[config.mk]
export PLATFORM = sky130hd
export DESIGN_NAME = label_overlap_placer_unit
export DESIGN_NICKNAME = d
export VERILOG_FILES = /design/src/sv/lop_pkg.sv /design/src/sv/lop_ctrl.sv /design/src/sv/lop_dp.sv /design/src/sv/label_overlap_placer_unit.sv
export SDC_FILE = /design/constraint.sdc
export NUM_CORES = 2
export LEC_CHECK = 0
export BUFFER_PORTS_ARGS = -buffer_cell sky130_fd_sc_hd__buf_2
export CAP_MARGIN = 40
export CORE_MARGIN = 1.5
export CORE_UTILIZATION = 50
export DETAILED_ROUTE_END_ITERATION = 10
export PLACE_DENSITY = 0.65
export SLEW_MARGIN = 20
export SYNTH_ARGS = -nofsm -noshare
export SYNTH_HDL_FRONTEND = slang
export SYNTH_SLANG_ARGS = --single-unit
export TNS_END_PERCENT = 5
[constraint.sdc]
create_clock -name clk -period 13.9 [get_ports clk]
set_clock_uncertainty 0.2 [all_clocks]
set_input_delay 1.39 -clock clk [delete_from_list [all_inputs] [get_ports clk]]
set_output_delay 1.39 -clock clk [all_outputs]
set_load 0.05 [all_outputs]
[src/sv/lop_pkg.sv]
`timescale 1ns / 1ps

package lop_pkg;

	localparam int COORD_W    = 16;
	localparam int SPAN_W     = 15;
	localparam int ACT_W      = 2;
	localparam int CFG_IDX_W  = 2;
	localparam int CFG_DATA_W = 16;
	localparam int GAP_Q4     = 64;

	localparam logic [ACT_W-1:0] ACT_CLEAR  = 2'd0;
	localparam logic [ACT_W-1:0] ACT_APPEND = 2'd1;
	localparam logic [ACT_W-1:0] ACT_QUERY  = 2'd2;
	localparam logic [ACT_W-1:0] ACT_NONE   = 2'd3;

	localparam logic [CFG_IDX_W-1:0] CFG_VIEW_LEFT   = 2'd0;
	localparam logic [CFG_IDX_W-1:0] CFG_VIEW_TOP    = 2'd1;
	localparam logic [CFG_IDX_W-1:0] CFG_VIEW_SPAN_X = 2'd2;
	localparam logic [CFG_IDX_W-1:0] CFG_VIEW_SPAN_Y = 2'd3;

	localparam logic [COORD_W-1:0] VIEW_LEFT_RST   = 16'd0;
	localparam logic [COORD_W-1:0] VIEW_TOP_RST    = 16'd0;
	localparam logic [SPAN_W-1:0]  VIEW_SPAN_X_RST = 15'd20480;
	localparam logic [SPAN_W-1:0]  VIEW_SPAN_Y_RST = 15'd11520;

	typedef struct packed {
		logic [ACT_W-1:0]          action;
		logic signed [COORD_W-1:0] rect_left;
		logic signed [COORD_W-1:0] rect_top;
		logic [SPAN_W-1:0]         rect_span_x;
		logic [SPAN_W-1:0]         rect_span_y;
	} in_item_t;

	typedef struct packed {
		logic                      found;
		logic signed [COORD_W-1:0] place_left;
		logic signed [COORD_W-1:0] place_top;
	} out_item_t;

	typedef struct packed {
		logic [SPAN_W-1:0]         span_y;
		logic [SPAN_W-1:0]         span_x;
		logic signed [COORD_W-1:0] top;
		logic signed [COORD_W-1:0] left;
	} entry_t;

	typedef struct packed {
		logic capture;
		logic setup;
		logic exec;
		logic row_next;
		logic scan_start;
		logic scan_next;
		logic res_zero;
		logic res_found;
		logic out_load;
	} dp_cmd_t;

	typedef struct packed {
		logic [ACT_W-1:0] act;
		logic             reject;
		logic             row_ok;
		logic             last_step;
		logic             n_zero;
		logic             hit;
		logic             last_entry;
	} dp_sts_t;

endpackage

[src/sv/lop_ctrl.sv]
`timescale 1ns / 1ps

module lop_ctrl
	import lop_pkg::*;
(
	input  logic    clk,
	input  logic    arst_n,
	input  logic    in_valid,
	output logic    in_ready,
	output logic    out_valid,
	input  logic    out_ready,
	input  dp_sts_t sts,
	output dp_cmd_t cmd
);

	localparam logic [2:0] ST_IDLE = 3'd0;
	localparam logic [2:0] ST_LOAD = 3'd1;
	localparam logic [2:0] ST_ROW  = 3'd2;
	localparam logic [2:0] ST_SCAN = 3'd3;
	localparam logic [2:0] ST_DONE = 3'd4;

	logic [2:0] state_q;
	logic [2:0] state_d;
	logic       out_valid_q;

	assign in_ready  = (state_q == ST_IDLE);
	assign out_valid = out_valid_q;

	always_comb begin
		cmd     = '0;
		state_d = state_q;
		unique case (state_q)
			ST_IDLE: begin
				if (in_valid) begin
					cmd.capture = 1'b1;
					state_d     = ST_LOAD;
				end
			end
			ST_LOAD: begin
				if (sts.act == ACT_QUERY) begin
					if (sts.reject) begin
						cmd.res_zero = 1'b1;
						state_d      = ST_DONE;
					end else begin
						cmd.setup = 1'b1;
						state_d   = ST_ROW;
					end
				end else begin
					cmd.exec = 1'b1;
					state_d  = ST_DONE;
				end
			end
			ST_ROW: begin
				if (!sts.row_ok) begin
					if (sts.last_step) begin
						cmd.res_zero = 1'b1;
						state_d      = ST_DONE;
					end else begin
						cmd.row_next = 1'b1;
					end
				end else if (sts.n_zero) begin
					cmd.res_found = 1'b1;
					state_d       = ST_DONE;
				end else begin
					cmd.scan_start = 1'b1;
					state_d        = ST_SCAN;
				end
			end
			ST_SCAN: begin
				if (sts.hit) begin
					if (sts.last_step) begin
						cmd.res_zero = 1'b1;
						state_d      = ST_DONE;
					end else begin
						cmd.row_next = 1'b1;
						state_d      = ST_ROW;
					end
				end else if (sts.last_entry) begin
					cmd.res_found = 1'b1;
					state_d       = ST_DONE;
				end else begin
					cmd.scan_next = 1'b1;
				end
			end
			ST_DONE: begin
				if (!out_valid_q || out_ready) begin
					cmd.out_load = 1'b1;
					state_d      = ST_IDLE;
				end
			end
			default: begin
				state_d = ST_IDLE;
			end
		endcase
	end

	always_ff @(posedge clk or negedge arst_n) begin
		if (!arst_n) begin
			state_q     <= ST_IDLE;
			out_valid_q <= 1'b0;
		end else begin
			state_q <= state_d;
			if (cmd.out_load) begin
				out_valid_q <= 1'b1;
			end else if (out_ready) begin
				out_valid_q <= 1'b0;
			end
		end
	end

	a_accept_load: assert property (@(posedge clk) disable iff (!arst_n)
		(in_valid && in_ready) |=> (state_q == ST_LOAD))
		else $error("accepted request did not enter load");

	a_result_from_done: assert property (@(posedge clk) disable iff (!arst_n)
		$rose(out_valid_q) |-> ($past(state_q) == ST_DONE))
		else $error("result shown outside done");

	a_done_waits: assert property (@(posedge clk) disable iff (!arst_n)
		(state_q == ST_DONE && out_valid_q && !out_ready) |=> (state_q == ST_DONE))
		else $error("result overwrote a pending one");

endmodule

[src/sv/lop_dp.sv]
`timescale 1ns / 1ps

module lop_dp
	import lop_pkg::*;
#(
	parameter int TABLE_DEPTH = 16
) (
	input  logic                  clk,
	input  logic                  arst_n,
	input  logic                  cfg_we,
	input  logic [CFG_IDX_W-1:0]  cfg_index,
	input  logic [CFG_DATA_W-1:0] cfg_data,
	input  in_item_t              in_data,
	input  dp_cmd_t               cmd,
	output dp_sts_t               sts,
	output out_item_t             out_data
);

	localparam int IDX_W  = (TABLE_DEPTH > 1) ? $clog2(TABLE_DEPTH) : 1;
	localparam int CNT_W  = $clog2(TABLE_DEPTH + 1);
	localparam int STEP_W = $clog2(2 * TABLE_DEPTH + 3);
	localparam int CW     = 20;
	localparam int OFF_W  = 17;

	localparam logic signed [CW-1:0] GAP_S = CW'(GAP_Q4);
	localparam logic signed [CW-1:0] MIN_S = CW'(-32768);
	localparam logic signed [CW-1:0] MAX_S = CW'(32767);

	logic [COORD_W-1:0] view_left_q;
	logic [COORD_W-1:0] view_top_q;
	logic [SPAN_W-1:0]  view_span_x_q;
	logic [SPAN_W-1:0]  view_span_y_q;

	logic [CNT_W-1:0]   count_q;
	entry_t             table_q [TABLE_DEPTH];
	entry_t             rd_q;
	logic [IDX_W-1:0]   idx_q;
	logic [IDX_W-1:0]   idx_d;
	logic [STEP_W-1:0]  step_q;
	logic [OFF_W-1:0]   off_q;
	logic [OFF_W:0]     off_sum;
	logic [OFF_W-1:0]   off_next;

	in_item_t           req_q;
	logic [COORD_W-1:0] x_q;
	logic [COORD_W-1:0] y_q;
	logic signed [CW-1:0] bottom_q;
	logic [COORD_W-1:0] pitch_q;
	out_item_t          res_q;
	out_item_t          out_q;
	out_item_t          exec_res;

	logic signed [CW-1:0] vl_w, vt_w, vsx_w, vsy_w;
	logic signed [CW-1:0] rx_w, ry_w, rw_w, rh_w;
	logic signed [CW-1:0] xmax_w, bottom_w, xc_a, xc_w, yc_a, yc_w;
	logic signed [CW-1:0] x_w, y_w, off_w, cy_w;
	logic signed [CW-1:0] px_w, py_w, pw_w, ph_w;
	logic [STEP_W-1:0]    step_last;
	logic                 room;
	entry_t               new_entry;

	assign vl_w  = CW'($signed(view_left_q));
	assign vt_w  = CW'($signed(view_top_q));
	assign vsx_w = CW'(view_span_x_q);
	assign vsy_w = CW'(view_span_y_q);
	assign rx_w  = CW'($signed(req_q.rect_left));
	assign ry_w  = CW'($signed(req_q.rect_top));
	assign rw_w  = CW'(req_q.rect_span_x);
	assign rh_w  = CW'(req_q.rect_span_y);

	// clamp the request into the viewport
	assign xmax_w   = vl_w + vsx_w - rw_w;
	assign bottom_w = vt_w + vsy_w - rh_w;
	assign xc_a     = (rx_w > xmax_w) ? xmax_w : rx_w;
	assign xc_w     = (xc_a < vl_w) ? vl_w : xc_a;
	assign yc_a     = (ry_w > bottom_w) ? bottom_w : ry_w;
	assign yc_w     = (yc_a < vt_w) ? vt_w : yc_a;

	// candidate row: odd steps above the anchor, even steps below
	assign x_w   = CW'($signed(x_q));
	assign y_w   = CW'($signed(y_q));
	assign off_w = CW'(off_q);
	assign cy_w  = step_q[0] ? (y_w - off_w) : (y_w + off_w);

	assign px_w = CW'($signed(rd_q.left));
	assign py_w = CW'($signed(rd_q.top));
	assign pw_w = CW'(rd_q.span_x);
	assign ph_w = CW'(rd_q.span_y);

	assign off_sum  = {1'b0, off_q} + (OFF_W + 1)'(pitch_q);
	assign off_next = off_sum[OFF_W] ? '1 : off_sum[OFF_W-1:0];

	assign step_last = STEP_W'({count_q, 1'b0}) + STEP_W'(2);
	assign room      = (count_q < CNT_W'(TABLE_DEPTH));

	assign new_entry.left   = req_q.rect_left;
	assign new_entry.top    = req_q.rect_top;
	assign new_entry.span_x = req_q.rect_span_x;
	assign new_entry.span_y = req_q.rect_span_y;

	assign sts.act    = req_q.action;
	assign sts.reject = (req_q.rect_span_x == '0) || (req_q.rect_span_y == '0) ||
		(req_q.rect_span_x > view_span_x_q) || (req_q.rect_span_y > view_span_y_q);
	assign sts.row_ok = (cy_w >= vt_w) && (cy_w <= bottom_q) &&
		(cy_w >= MIN_S) && (cy_w <= MAX_S);
	assign sts.last_step  = (step_q == step_last);
	assign sts.n_zero     = (count_q == '0);
	assign sts.last_entry = ((CNT_W'(idx_q) + CNT_W'(1)) == count_q);
	assign sts.hit = (rd_q.span_x != '0) && (rd_q.span_y != '0) &&
		(x_w < px_w + pw_w + GAP_S) && (x_w + rw_w + GAP_S > px_w) &&
		(cy_w < py_w + ph_w + GAP_S) && (cy_w + rh_w + GAP_S > py_w);

	assign out_data = out_q;

	always_comb begin
		if (cmd.scan_start) begin
			idx_d = '0;
		end else if (cmd.scan_next) begin
			idx_d = idx_q + IDX_W'(1);
		end else begin
			idx_d = idx_q;
		end
	end

	always_comb begin
		exec_res = '0;
		unique case (req_q.action)
			ACT_CLEAR:  exec_res.found = 1'b1;
			ACT_APPEND: exec_res.found = room;
			ACT_QUERY:  exec_res.found = 1'b0;
			ACT_NONE:   exec_res.found = 1'b0;
		endcase
	end

	always_ff @(posedge clk or negedge arst_n) begin
		if (!arst_n) begin
			view_left_q   <= VIEW_LEFT_RST;
			view_top_q    <= VIEW_TOP_RST;
			view_span_x_q <= VIEW_SPAN_X_RST;
			view_span_y_q <= VIEW_SPAN_Y_RST;
			count_q       <= '0;
			step_q        <= '0;
			off_q         <= '0;
			idx_q         <= '0;
		end else begin
			if (cfg_we) begin
				unique case (cfg_index)
					CFG_VIEW_LEFT:   view_left_q   <= cfg_data;
					CFG_VIEW_TOP:    view_top_q    <= cfg_data;
					CFG_VIEW_SPAN_X: view_span_x_q <= cfg_data[SPAN_W-1:0];
					CFG_VIEW_SPAN_Y: view_span_y_q <= cfg_data[SPAN_W-1:0];
				endcase
			end
			if (cmd.exec) begin
				if (req_q.action == ACT_CLEAR) begin
					count_q <= '0;
				end else if (req_q.action == ACT_APPEND && room) begin
					count_q <= count_q + CNT_W'(1);
				end
			end
			if (cmd.setup) begin
				step_q <= '0;
				off_q  <= '0;
			end else if (cmd.row_next) begin
				step_q <= step_q + STEP_W'(1);
				if (!step_q[0]) begin
					off_q <= off_next;
				end
			end
			idx_q <= idx_d;
		end
	end

	always_ff @(posedge clk) begin
		if (cmd.capture) begin
			req_q <= in_data;
		end
		if (cmd.setup) begin
			x_q      <= xc_w[COORD_W-1:0];
			y_q      <= yc_w[COORD_W-1:0];
			bottom_q <= bottom_w;
			pitch_q  <= {1'b0, req_q.rect_span_y} + COORD_W'(GAP_Q4);
		end
		if (cmd.exec && req_q.action == ACT_APPEND && room) begin
			table_q[count_q[IDX_W-1:0]] <= new_entry;
		end
		rd_q <= table_q[idx_d];
		if (cmd.exec) begin
			res_q <= exec_res;
		end else if (cmd.res_zero) begin
			res_q <= '0;
		end else if (cmd.res_found) begin
			res_q <= '{found: 1'b1, place_left: x_q, place_top: cy_w[COORD_W-1:0]};
		end
		if (cmd.out_load) begin
			out_q <= res_q;
		end
	end

	a_scan_in_table: assert property (@(posedge clk) disable iff (!arst_n)
		cmd.scan_next |-> ((CNT_W'(idx_q) + CNT_W'(1)) < count_q))
		else $error("scan past last stored entry");

	a_full_holds: assert property (@(posedge clk) disable iff (!arst_n)
		(cmd.exec && req_q.action == ACT_APPEND && !room) |=> $stable(count_q))
		else $error("append to full table changed count");

	a_count_bound: assert property (@(posedge clk) disable iff (!arst_n)
		count_q <= CNT_W'(TABLE_DEPTH))
		else $error("stored count above table depth");

endmodule

[src/sv/label_overlap_placer_unit.sv]
`timescale 1ns / 1ps
// clear, append and rejected query: the request is captured, the load state registers the result, done loads it out
// query: after load it steps through candidate rows, comparing each row with the stored entries one at a time,
//   and tries at most 2n+3 candidate rows with n stored entries
// throughput: one request at a time, the next is taken once the result sits in the output
//   register; a single overlap comparator reads one table entry a cycle during the scan
// reset: asynchronous active low, clears count and control, sets viewport registers to defaults; table undefined
module label_overlap_placer_unit
	import lop_pkg::*;
#(
	parameter int TABLE_DEPTH = 16
) (
	input  logic                  clk,
	input  logic                  arst_n,
	input  logic                  in_valid,
	output logic                  in_ready,
	input  in_item_t              in_data,
	output logic                  out_valid,
	input  logic                  out_ready,
	output out_item_t             out_data,
	input  logic                  cfg_we,
	input  logic [CFG_IDX_W-1:0]  cfg_index,
	input  logic [CFG_DATA_W-1:0] cfg_data
);

	dp_cmd_t cmd;
	dp_sts_t sts;

	lop_ctrl u_ctrl (
		.clk       (clk),
		.arst_n    (arst_n),
		.in_valid  (in_valid),
		.in_ready  (in_ready),
		.out_valid (out_valid),
		.out_ready (out_ready),
		.sts       (sts),
		.cmd       (cmd)
	);

	lop_dp #(
		.TABLE_DEPTH (TABLE_DEPTH)
	) u_dp (
		.clk       (clk),
		.arst_n    (arst_n),
		.cfg_we    (cfg_we),
		.cfg_index (cfg_index),
		.cfg_data  (cfg_data),
		.in_data   (in_data),
		.cmd       (cmd),
		.sts       (sts),
		.out_data  (out_data)
	);

endmodule
# Word-level counts from Yosys, hierarchy flattened
# Memories as Yosys holds them, arrays and structs flattened. A register that Yosys moved wholly into a read port is not among the register bits.
# Cells that the tools add are included.
[op_classes] magnitude_cmp=15 addsub=21 n_eq_ne=17 muxes=63 reduce_logical=37
[op_table] operator="$mux W33" n=3
[op_table] operator="$add A16 B16 Y17" n=5
[op_table] operator="$add A20 B8 Y20 const B" n=4
[op_table] operator="$mux W17" n=4
[op_table] operator="$mux W20" n=3
[op_table] operator="$gt A16 B20 Y1" n=2
[op_table] operator="$gt A20 B16 Y1" n=2
[op_table] operator="$lt A20 B16 Y1" n=2
[op_table] operator="$sub A20 B16 Y20" n=2
[op_table] operator="$mux W16" n=2
[op_table] operator="$gt A15 B15 Y1" n=2
[op_table] operator="$logic_not A15 Y1" n=2
[op_table] operator="$mux W3" n=10
[op_table] operator="$reduce_bool A15 Y1" n=2
[op_table] operator="$mux W1" n=29
[op_table] operator="$add A20 B16 Y20" n=1
[op_table] operator="$ge A20 B16 Y1" n=1
[op_table] operator="$ge A20 B16 Y1 const B" n=1
[op_table] operator="$le A20 B16 Y1 const B" n=1
[op_table] operator="$le A20 B20 Y1" n=1
[op_table] operator="$lt A16 B20 Y1" n=1
[op_table] operator="$lt A20 B20 Y1" n=1
[op_table] operator="$add A16 B18 Y19" n=1
[op_table] operator="$sub A16 B18 Y19" n=1
[op_table] operator="37 further kinds" n=70
[word_totals] ram_bits=992 memories=1 elab_cells=179 input_bits=87 regBits=296 out_inout_bits=35
[memory_table] name="u_dp.table_q" depth=16 width=62 rd=1 rd_clocked_by_memory_dff=1 wr=1 line_no="lop_dp.sv:35" rtl="entry_t table_q [TABLE_DEPTH];"

# Longest topological paths before layout
[logic_depth] word_depth=12 ltp_mapped=44 mapped_depth_nobuf=42

# Hierarchy
# A second synthesis with hierarchy kept.
[hier_totals] cells_unflattened=5381 area_unflattened_um2=64171.5
[modules_own_cells] mod="lop_dp" area_each_um2=63762.4 seq_area_each_um2=38954.9 cells_per_inst=5330 instances=1
[modules_own_cells] mod="lop_ctrl" area_each_um2=409.1 seq_area_each_um2=100.1 cells_per_inst=51 instances=1

# Worst setup path after synthesis
# No wires, ideal clock.
[synth_timing] kind="register to register" start="register u_dp.view_top_q[0]" end="register u_dp.y_q[10] (data pin)" t_required_ps=13440 setup_time_ps=260 slack_ps=5345 n_path_buf=2 stages_incl_launch_ff=44 t_arrival_ps=8095 period_less_slack_ps=8555 path_cell_list="dfrtp_1 > ha_1 > inv_1 > fa_1 > nor2b_1 > o21ai_0 > a21boi_0 > o21a_1 > o21ai_0 > nand2b_1 > a41oi_1 > nor2b_1 > xnor2_1 > ha_1 > or3_1 > a211o_1 > and2_1 > and4_1 > [... 8 more ...] > a31oi_1 > o21a_1 > clkbuf_1 > mux2_2 > ha_1 > a21o_1 > a21o_1 > a21oi_1 > nor2b_1 > o21ai_0 > nand2b_1 > a21oi_1 > nor2b_1 > o21ai_0 > o211ai_1 > a31oi_1 > clkbuf_1 > mux2_2"
[synth_between] elab_chain_len=6
[synth_rtl] item="from (decl)" line_no="lop_dp.sv:30" rtl="logic [COORD_W-1:0] view_top_q;"
[synth_rtl] item="from (signal assigned)" line_no="lop_dp.sv:149" rtl="CFG_VIEW_TOP: view_top_q <= cfg_data;"
[synth_rtl] item="$add A16 B16 Y17" line_no="lop_dp.sv:73" rtl="assign bottom_w = vt_w + vsy_w - rh_w;"
[synth_rtl] item="$sub A20 B16 Y20" line_no="lop_dp.sv:73"
[synth_rtl] item="$gt A16 B20 Y1" line_no="lop_dp.sv:76" rtl="assign yc_a = (ry_w > bottom_w) ? bottom_w : ry_w;"
[synth_rtl] item="$mux W20" line_no="lop_dp.sv:76"
[synth_rtl] item="$lt A20 B16 Y1" line_no="lop_dp.sv:77" rtl="assign yc_w = (yc_a < vt_w) ? vt_w : yc_a;"
[synth_rtl] item="$mux W16 *" line_no="lop_dp.sv:77"
[synth_rtl] item="via u_dp.yc_w[10]" line_no="lop_dp.sv:55" rtl="logic signed [CW-1:0] xmax_w, bottom_w, xc_a, xc_w, yc_a, yc_w;"
[synth_rtl] item="to (signal assigned)" line_no="lop_dp.sv:180" rtl="y_q <= yc_w[COORD_W-1:0];"
[synth_rtl] item="to (decl)" line_no="lop_dp.sv:46" rtl="logic [COORD_W-1:0] y_q;"
# Mark *: on every way through the listed nets, which the timed path passes. The rest lies on a longest branch.
# A chain may end at the register's enable or synchronous reset.

# Final worst setup path
[layout_timing] start="register u_dp.off_q[3]" end="register u_dp.ph_w[8] (netlist name)"
[layout_between] elab_chain_len=10 word_cells_on_any_way=22 cone_classes="4 x add/sub; 6 x order compare; 7 x mux; 5 x reduce/logical"
[layout_rtl] item="from (decl)" line_no="lop_dp.sv:40" rtl="logic [OFF_W-1:0] off_q;"
[layout_rtl] item="from (signal assigned)" line_no="lop_dp.sv:167" rtl="off_q <= off_next;"
[layout_rtl] item="$add A16 B18 Y19 or $sub A16 B18 Y19 (tied branches)" line_no="lop_dp.sv:83" rtl="assign cy_w = step_q[0] ? (y_w - off_w) : (y_w + off_w);"
[layout_rtl] item="$mux W20 *" line_no="lop_dp.sv:83"
[layout_rtl] item="via u_dp.cy_w[12]" line_no="lop_dp.sv:56" rtl="logic signed [CW-1:0] x_w, y_w, off_w, cy_w;"
[layout_rtl] item="$add A20 B16 Y20" line_no="lop_dp.sv:111" rtl="(cy_w < py_w + ph_w + GAP_S) && (cy_w + rh_w + GAP_S > py_w);"
[layout_rtl] item="$add A20 B8 Y20" line_no="lop_dp.sv:111"
[layout_rtl] item="$gt A20 B16 Y1" line_no="lop_dp.sv:111"
[layout_rtl] item="$logic_and A1 B1 Y1" line_no="lop_dp.sv:111"
[layout_rtl] item="$mux W1" line_no="lop_ctrl.sv:70" rtl="if (sts.hit) begin"
[layout_rtl] item="$mux W1" line_no="lop_ctrl.sv:32" rtl="unique case (state_q)"
[layout_rtl] item="$mux W4" line_no="lop_dp.sv:118" rtl="end else if (cmd.scan_next) begin"
[layout_rtl] item="$mux W4 *" line_no="lop_dp.sv:116" rtl="if (cmd.scan_start) begin"
# Marked as above.

==> run metrics <==
period utilisation layout 77.27%; CP endpoint kind flop; post-cts sizing count 0; pin count of the biggest net entering global routing 194; clock power share 18.5%; CTS H-tree lvls 4; number of synthesized flops with an enable pin 1158; Tmin final 10.74 ns; Syn Nets 5642; # diodes 0; per-cell routed wire length 26.19 µm; # port buffers 121; Slew @ Worst Pin 1.192 ns; Multi-input gate area 24030 µm²; Core Area 129300 µm²; hpwl dp 115500 µm; Site Rows 132; count of endpoints failing setup in the final report 0; leak pwr 27.75 nW; crit-path max FO 141; mapped cell area 65020 µm²; initial core utilization 50.28%; CP Launch Type flop; internal power 11.98 mW; status completed; Die Area 132200 µm²; DRC 0; max-slew violations 0; Gate power share 54.7%; die height 363.6 µm; post-route cell area 72950 µm²; area leader, netlist edfxtp_1; clock transition at the registers of the reported paths 0.06 ns; Clk Latency, worst-skew pair 0.79 ns; cts hold-fix bufs 0; placed cell area 68080 µm²; synthesized flop and latch total 1350; Clock Path Buffers 3; Critical Path AT 11.21 ns; first-pass GRT wire length 275400 µm; area grow syn2layout 12.19%; Final ANT Viol Nets 0; RR Endpoint u_dp.ph_w[8]; antenna violations before repair 4; Final Hold Slack 0.2429 ns; post-synthesis sequential area ratio 60.15%; Reg2Reg Depth 34; layout cell share with drive strength beyond 1 14.21%; Seq. cell area 39120 µm²; Layout Nets 5807; switching part of the total power 42.35%; I/O pins 122; Critical path destination u_dp.ph_w[8]; Die W 363.6 µm; asr flop ratio synth 7.259%; routed vias/inst 6.129; final hold vios 0; vias in the first global route 42.15k; r2r setup slk 3.16 ns; RSZ-0062 raised after global routing no; Seq pwr share 26.8%; CTS Sinks 1350; DP Worst Slack 3.333 ns; 1st-pass router iterations 6; leading cell type in the layout, fill and taps excluded edfxtp_1; 1st-iter DRT viols 4756; CTS tree done; r2r startpoint u_dp.off_q[3]; syn avg cell area 12.65 µm²; final WL 187700 µm; Post-Syn Instances 5139; Ys Warns 0; Post-CTS Setup Bufs 0; Top FF cell, synth edfxtp_1; slowest cell delay on critical path 0.79 ns; Yosys cell types 89; Slowest-stage cell, CP buf_4; P_sw 8.801 mW; class of the tightest hold or removal check flop to flop; WS Path Type flop to flop; Layout Utilization 56.41%; most frequent cell on the critical path ha_1; total global routing overflow 0; top cell type's share of synthesized area 53.48%; Vias 43.93k; top cells by area, synth edfxtp_1 53%, ha_1 7.8%, dfrtp_1 3.5%; VDD IR max 0.2675 mV; FMAX 93.11 MHz; max_slew headroom 20.56%; CTS root buf clkbuf_16; worst setup margin 3.160 ns; Power Density 284.9 nW/µm²; Total GRT Usage 28.28%; Req. time, crit path 14.37 ns; clock buffer count from CTS 144; setup TNS after final layout 0 ns; maxcap violations 0; CP startpoint u_dp.off_q[3]; fill cell count 10.55k; global placement routability congestion 0.9330; most frequent cells in the layout 1158 x edfxtp_1, 612 x nand2_1, 406 x ha_1, 254 x inv_1, 203 x and3_1
-- cell usage after synthesis (all sizes together) (94+ instances only) --
cell and instances:
a211oi 201, a21oi 165, and3 204, clkbuf 152, dfxtp 94, edfxtp 1158, ha 406, inv 256
mux2 154, nand2 615, nand3 170, nor2 135, o21ai 171, xnor2 140
-- power by group through the flow --
stage,clock (mW),combinational [mW],sequential (mW)
2_1_floorplan,0,8.04,5.51
3_3_place_gp,0,10.8,5.66
3_5_place_dp,0,11.1,5.64
4_1_cts,3.90,11.2,5.56
5_1_grt,4.05,12.6,5.59
6_report,3.85,11.4,5.57
-- per-stage QoR --
stage	instances	power (mW)
6_report	7167	20.78
5_1_grt	7167	22.23
4_1_cts	7159	20.67
3_5_place_dp	6892	16.73
3_3_place_gp	6876	16.46
2_1_floorplan	5139	13.55
-- registers in the layout (all words and copies together), names as in the netlist, 2 cells and up --
| name | cells |
|---|---|
| u_dp.off_q | 17 |
| u_dp.res_q | 33 |
| u_dp.view_span_y_q | 15 |
| u_dp.table_q | 992 |
| u_dp.count_q | 5 |
| u_dp.px_w | 16 |
| u_dp.idx_q | 4 |
| u_dp.out_data | 33 |
| u_dp.new_entry | 62 |
| u_dp.view_top_q | 16 |
| u_dp.bottom_q | 20 |
| u_dp.sts | 2 |
| u_dp.y_q | 16 |
| u_dp.view_left_q | 16 |
| u_dp.pw_w | 15 |
| u_ctrl.state_q | 3 |
| u_dp.view_span_x_q | 15 |
| u_dp.py_w | 16 |
| u_dp.step_q | 6 |
| u_dp.x_q | 16 |
| u_dp.pitch_q | 16 |
| u_dp.ph_w | 15 |
-- critical path: cells and delay by family, from the launching register on --
kind / cells / cell delay (ns)
buffers and inverters: 3 / 1.61
DFF: 1 / 0.46
xor gates and xnor gates: 3 / 0.88
muxes: 1 / 0.36
adders and majority gates: 4 / 1.22
AOI/OAI and AO/OA: 10 / 2.50
and+or+nand+nor: 13 / 3.04
-- cell type report --
class	instances	area share, %
clock buffer	213	5.600
clock inverter	54	0.8627
multi-input combinational	3295	32.94
tap	1742	2.988
inverter	257	1.341
sequential	1350	53.62
timing repair buffer	256	2.647
-- cells by family (layout without fill, tap and decap cells) --
group | Yosys count | after routing | synth area share, %
AOI/OAI and AO/OA | 1098 | 1098 | 12.39
xor gates and xnor gates | 197 | 197 | 2.694
adders and majority gates | 416 | 416 | 8.120
buffers and inverters | 494 | 780 | 3.204
DFF | 1350 | 1350 | 60.15
muxes | 175 | 175 | 2.990
and+or+nand+nor | 1409 | 1409 | 10.44
-- per-layer routing --
| metal | wire [µm] | GRT usage [%] | part of all wire [%] |
|---|---|---|---|
| met3 | 16190 | 4.986 | 8.6 |
| met2 | 85050 | 43.89 | 45 |
| met1 | 81460 | 40.91 | 43 |
| met4 | 4943 | 7.868 | 2.6 |
| met5 | 23 | 0 | 0.012 |
-- worst min-delay path by stage --
stage / startpoint / endpoint / depth (start not counted)
after floorplan: u_dp.res_q[32] / u_dp.out_data[32] / 0
after global placement: u_dp.res_q[13] / u_dp.out_data[13] / 0
after detailed placement: u_dp.res_q[13] / u_dp.out_data[13] / 0
after CTS: u_dp.res_q[6] / u_dp.out_data[6] / 0
after global routing: u_dp.res_q[19] / u_dp.out_data[19] / 0
final: u_dp.res_q[6] / u_dp.out_data[6] / 0
Note: power is estimated with default switching activity, not from simulation.
